--- config.mk ---
export PLATFORM = sky130hd
export DESIGN_NAME = fvsm_cell
export DESIGN_NICKNAME = d
export VERILOG_FILES = /design/src/sv/fog_volume_sphere_match_macros.svh /design/src/sv/fvsm_pkg.sv /design/src/sv/fvsm_cell.sv
export SDC_FILE = /design/constraint.sdc
export NUM_CORES = 1
export LEC_CHECK = 0
export ABC_AREA = 1
export BUFFER_PORTS_ARGS = -buffer_cell sky130_fd_sc_hd__buf_4
export CAP_MARGIN = 40
export CORE_AREA = 4 4 246 248
export CTS_CLUSTER_DIAMETER = 30
export DETAILED_ROUTE_END_ITERATION = 16
export DIE_AREA = 0 0 250 252
export MAX_ROUTING_LAYER = met4
export SLEW_MARGIN = 20
export SYNTH_ARGS = -nofsm -noshare
export SYNTH_HDL_FRONTEND = slang
export SYNTH_SLANG_ARGS = --single-unit
--- constraint.sdc ---
create_clock -name clk_i -period 2.6 [get_ports clk_i]
set_input_delay 0.13 -clock clk_i [delete_from_list [all_inputs] [get_ports clk_i]]
set_output_delay 0.13 -clock clk_i [all_outputs]
set_load 0.02 [all_outputs]
--- src/sv/fog_volume_sphere_match_macros.svh ---
// assertion macros shared by the fog volume sphere match rtl
// expects clk_i and rst_ni in the scope of use
`ifndef FOG_VOLUME_SPHERE_MATCH_MACROS_SVH
`define FOG_VOLUME_SPHERE_MATCH_MACROS_SVH

// same-cycle implication
`define FVSM_ASSERT_IMP(label, ante, cons, msg) \
  label: assert property (@(posedge clk_i) disable iff (!rst_ni) (ante) |-> (cons)) \
    else $error(msg);

// next-cycle implication
`define FVSM_ASSERT_NXT(label, ante, cons, msg) \
  label: assert property (@(posedge clk_i) disable iff (!rst_ni) (ante) |=> (cons)) \
    else $error(msg);

`endif

--- src/sv/fvsm_pkg.sv ---
// shared types, widths and constants of the fog volume sphere match block
// no dependencies
package fvsm_pkg;

  localparam int COORD_W   = 32;  // q24.8 coordinate
  localparam int SUM_W     = 33;  // origin plus offset
  localparam int BND_W     = 34;  // sphere bound, center plus or minus radius
  localparam int RAD_W     = 31;
  localparam int ENTRY_W   = 6;
  localparam int FOG_IDX_W = 6;
  localparam int CFG_W     = 7;
  localparam int PDATA_W   = 32;
  localparam int PADDR_W   = 3;

  localparam int MAX_FOG_ENTRIES_DEF = 64;

  // register word index, paddr[2]
  localparam logic REG_FOG_COUNT = 1'b0;

  localparam logic MODE_LOAD  = 1'b0;
  localparam logic MODE_QUERY = 1'b1;

  typedef logic [2:0][COORD_W-1:0] vec3_t;

  // sphere bounds carried down the chain
  typedef struct packed {
    logic [2:0][BND_W-1:0] lo;
    logic [2:0][BND_W-1:0] hi;
  } sphere_t;

  // token control bits passed cell to cell
  typedef struct packed {
    logic valid;
    logic found;
  } tok_ctl_t;

  // box load broadcast to every cell
  typedef struct packed {
    logic               we;
    logic [ENTRY_W-1:0] idx;
    vec3_t              low;
    vec3_t              high;
  } box_wr_t;

  function automatic logic [BND_W-1:0] sext_bnd(input logic [COORD_W-1:0] v);
    return {{(BND_W-COORD_W){v[COORD_W-1]}}, v};
  endfunction

endpackage

--- src/sv/fvsm_cell.sv ---
// one chain cell: holds one fog box and tests the passing sphere against it
// depends on fvsm_pkg
module fvsm_cell
  import fvsm_pkg::*;
#(
  parameter int MAX_FOG_ENTRIES = MAX_FOG_ENTRIES_DEF,
  parameter int CELL_IDX        = 1,
  localparam int IDX_W          = $clog2(MAX_FOG_ENTRIES),
  localparam int CNT_W          = $clog2(MAX_FOG_ENTRIES + 1)
) (
  input  logic             clk_i,
  input  logic             rst_ni,
  input  box_wr_t          wr_i,
  input  logic [CNT_W-1:0] count_i,
  input  tok_ctl_t         ctl_i,
  input  logic [IDX_W-1:0] idx_i,
  input  sphere_t          sph_i,
  output tok_ctl_t         ctl_o,
  output logic [IDX_W-1:0] idx_o,
  output sphere_t          sph_o
);

  localparam logic [IDX_W-1:0] MY_IDX = IDX_W'(CELL_IDX);
  localparam logic [CNT_W-1:0] MY_CNT = CNT_W'(CELL_IDX);

  vec3_t            low_q;
  vec3_t            high_q;
  tok_ctl_t         ctl_q;
  logic [IDX_W-1:0] idx_q;
  sphere_t          sph_q;
  logic [2:0]       axis_hit;
  logic             hit;

  always_comb begin
    for (int j = 0; j < 3; j++) begin
      axis_hit[j] = ($signed(sph_i.lo[j]) < $signed(sext_bnd(high_q[j])))
                 && ($signed(sph_i.hi[j]) > $signed(sext_bnd(low_q[j])));
    end
    hit = ctl_i.valid && !ctl_i.found && (MY_CNT < count_i) && (&axis_hit);
  end

  always_ff @(posedge clk_i) begin
    if (wr_i.we && (int'(wr_i.idx) == CELL_IDX)) begin
      low_q  <= wr_i.low;
      high_q <= wr_i.high;
    end
    idx_q <= hit ? MY_IDX : idx_i;
    sph_q <= sph_i;
  end

  always_ff @(posedge clk_i or negedge rst_ni) begin
    if (!rst_ni) begin
      ctl_q <= '0;
    end else begin
      ctl_q.valid <= ctl_i.valid;
      ctl_q.found <= ctl_i.found | hit;
    end
  end

  assign ctl_o = ctl_q;
  assign idx_o = idx_q;
  assign sph_o = sph_q;

endmodule

==> qor.yml <==
min_path:
  hold_path.class: "in2reg"
global_route:
  globalRouteOverflowTotal: 0
  grt_pass1_vias: 15700
  grt_pass1_wl_mm: 83.4
  grt_start_max_net_pins: 76
  antenna_found_initial: 7
  grt_util_all_layers_pct: 17.5
cts:
  clkSinkCount: 404
  clk_transition_reported_paths_ps: 50
  worstSkewPairLatency_ps: 610
  tritoncts.num_buffers: 90
  cts_tree: "done"
  max_clock_buf_depth: 3
  cts_root_buffer: "clkbuf_16"
  h_tree_depth_reported_by_cts: 3
die:
  dieArea_sq_um: 63000
  placementRows: 89
  start_util_pct: 26.9
  floorplan.die.height_um: 252
  core-area_sq_um: 58500
  die_x_um: 250
  pin_count: 632
synth:
  mappedNetlistNets: 1992
  avgSynthCellArea_sq_um: 11.5
  post_synth_instance_area_sq_um: 15700
  syn_inst: 1371
  synth-warning-count: 0
  ys_ff_latch: 404
  number_of_distinct_library_cells_after_synthesis: 24
  synth_seq_area_share_pct: 63.6
critical_path:
  timing.critical_path.arrival_ps: 2790
  timing.critical_path.fanout_max: 7
  setup.worst_path.class: "reg2reg"
  worstSetupStartpointType: "flip-flop"
  critical_path_required_ps: 3080
  worstSetupEndpointType: "flip-flop"
sta:
  fin_setup_tns_ps: 0
  maxSlewHeadroom_pct: 69.1
  timing.final.hold_violations: 0
  final_cycle_share_pct: 88.8
  max_freq_mhz: 433
  timing.final.max_slew_violations: 0
  setup_viol_count_final: 0
  fin_skew_ps: 28.7
  period_minus_slack_ps: 2310
  rsz0062_at_grt: "false"
  timing_worst_slew_pin_value_ps: 464
placed_design:
  dp_cells: 2781
  place_congestion: 0.883
  place_hpwl_mm: 39.3
  port_buffers: 630
cells_and_area:
  post_route_cells_drive_above_1_share_pct: 32.0
  postLayoutCoreUtil_pct: 49.2
  growth_of_design_area_from_synthesis_to_finish_pct: 82.8
  final-instance-count-excl-fill: 3364
  finalNetCount: 3129
detailed_routing:
  routed_vias: 13800
  first_pass_iters: 5
  routedWlPerCell_um: 16.4
  final_antenna_net_count: 0
  routed_wirelength_mm: 55.1
  drc: 0
  detail_route.iter0.violations: 363
  detailed_route_vias_per_instance: 4.10
flow_run:
  max-cap-violations: 0
outcome:
  status: "finished clean"
pwr:
  ir_worst_vdd_v: 0.000656
  fin_total_pwr_mw: 20.3
  power_per_cell_area_nw_per_um2: 707
  cellLeakagePower_nw: 13.9
-- area by class of cell --
class / instances / area, sq um
repair buffers: 1045 / 8900
clock inverters: 59 / 544
multi-input cells: 697 / 4760
inverters: 270 / 1010
flip-flops and latches: 404 / 10000
clock buffers: 110 / 2570
diodes: 6 / 15.0
well taps: 773 / 967
fillers: 4817 / 29700
-- final timing paths --
path,start,end,slack [ps],cells after the start
worst max-delay path,low_q[3],idx_o[2],290,15
worst min-delay path,sph_i[145],sph_o[145],170,2
worst max register to register,low_q[3],idx_o[2],290,15
worst min register to register,low_q[31],idx_o[0],1120,6
max in group asynchronous,rst_ni,ctl_o[0],2040,3
min in group asynchronous,rst_ni,ctl_o[1],440,3
-- worst max-delay path: stages (launching register included) --
cell and delay (ps):
edfxtp_1 310, inv_1 40, ha_1 280, nand2_1 140, nor2_1 300, nand3_1 120
nand3_1 140, nand2_1 60, nand2_1 130, nand2_1 90, nand2_1 60, nand2_1 50
a21oi_2 170, nand3_4 160, nand2_1 90, inv_1 40
-- kinds of logic after synthesis --
kind of cell / synth area share [%]
DFF: 63.6
AOI/OAI and AO/OA: 4.00
buffers and inverters: 6.44
and+or+nand+nor: 9.96
adders and majority gates: 16.0
-- sequential cells by signal, indices dropped and copies added, names as in the netlist --
register / count
sph_o: 204
high_q: 96
ctl_o: 2
idx_o: 6
low_q: 96
-- repair_timing --
item | in CTS | in global routing
hold endpoints to repair | 422 | 0
pin swaps | 0 | 1
endpoints found under the setup margin | 7 | 7
cloned | 0 | 0
setup buffers | 0 | 0
hold buffers | 408 | 0
gates resized for setup | 1 | 4
-- through the flow --
step,hold WS [ps],cell area [sq um],worst slack (ps)
floorplan,-166,15800,-4210
global placement,-85.4,21600,-59.7
detailed placement,-84.7,21600,-50.8
CTS,109,28800,1.13
global route,140,28800,33.4
finish,165,28800,292
-- where the power goes --
| group | switching [mW] | internal [mW] | total (mW) |
|---|---|---|---|
| clock | 3.88 | 7.44 | 11.3 |
| combinational | 0.899 | 1.19 | 2.09 |
| sequential | 0.0666 | 6.87 | 6.94 |
| total | 4.84 | 15.5 | 20.3 |
-- layer usage --
layer  up-vias  wire (um)  GRT usage [%]
li1       6811          -              -
met1      6341      20700           17.9
met2       530      28900           32.0
met3       121       3540           4.24
met4         0       1960           7.75
met5         -          0              -
-- layout by cell type (no fill, tap or decap), drive strengths merged --
cell	n
buf	637
and2	1
nand2	257
diode	6
nor3	4
a21boi	3
dfrtp	2
a21oi	80
ha	201
nand3	24
inv	292
nand4	11
o21a	4
dlygate4sd3	408
nor2	81
nor4	2
clkbuf	110
clkinvlp	6
o21ai	18
o21bai	2
bufinv	3
clkinv	28
dfxtp	210
edfxtp	192
a21o	9
-- synthesized netlist by cell type --
cell type / number / area, sq um
inv_1: 270 / 1010
nand2_1: 253 / 950
dfxtp_1: 210 / 4200
ha_1: 201 / 2510
edfxtp_1: 192 / 5770
a21oi_1: 79 / 395
nor2_1: 71 / 267
nand3_1: 20 / 100
o21ai_0: 18 / 90.1
a21o_1: 9 / 67.6
nand4_1: 9 / 56.3
nor2_2: 9 / 56.3
nand2_2: 4 / 25.0
nand3_2: 4 / 40.0
nor3_1: 4 / 20.0
o21a_1: 4 / 30.0
a21boi_0: 3 / 22.5
dfrtp_1: 2 / 50.1
nand4_2: 2 / 25.0
nor4_1: 2 / 12.5
o21bai_1: 2 / 15.0
a21oi_2: 1 / 8.76
and2_1: 1 / 6.26
nor2_4: 1 / 11.3
Power figures use the tool's default switching activity.
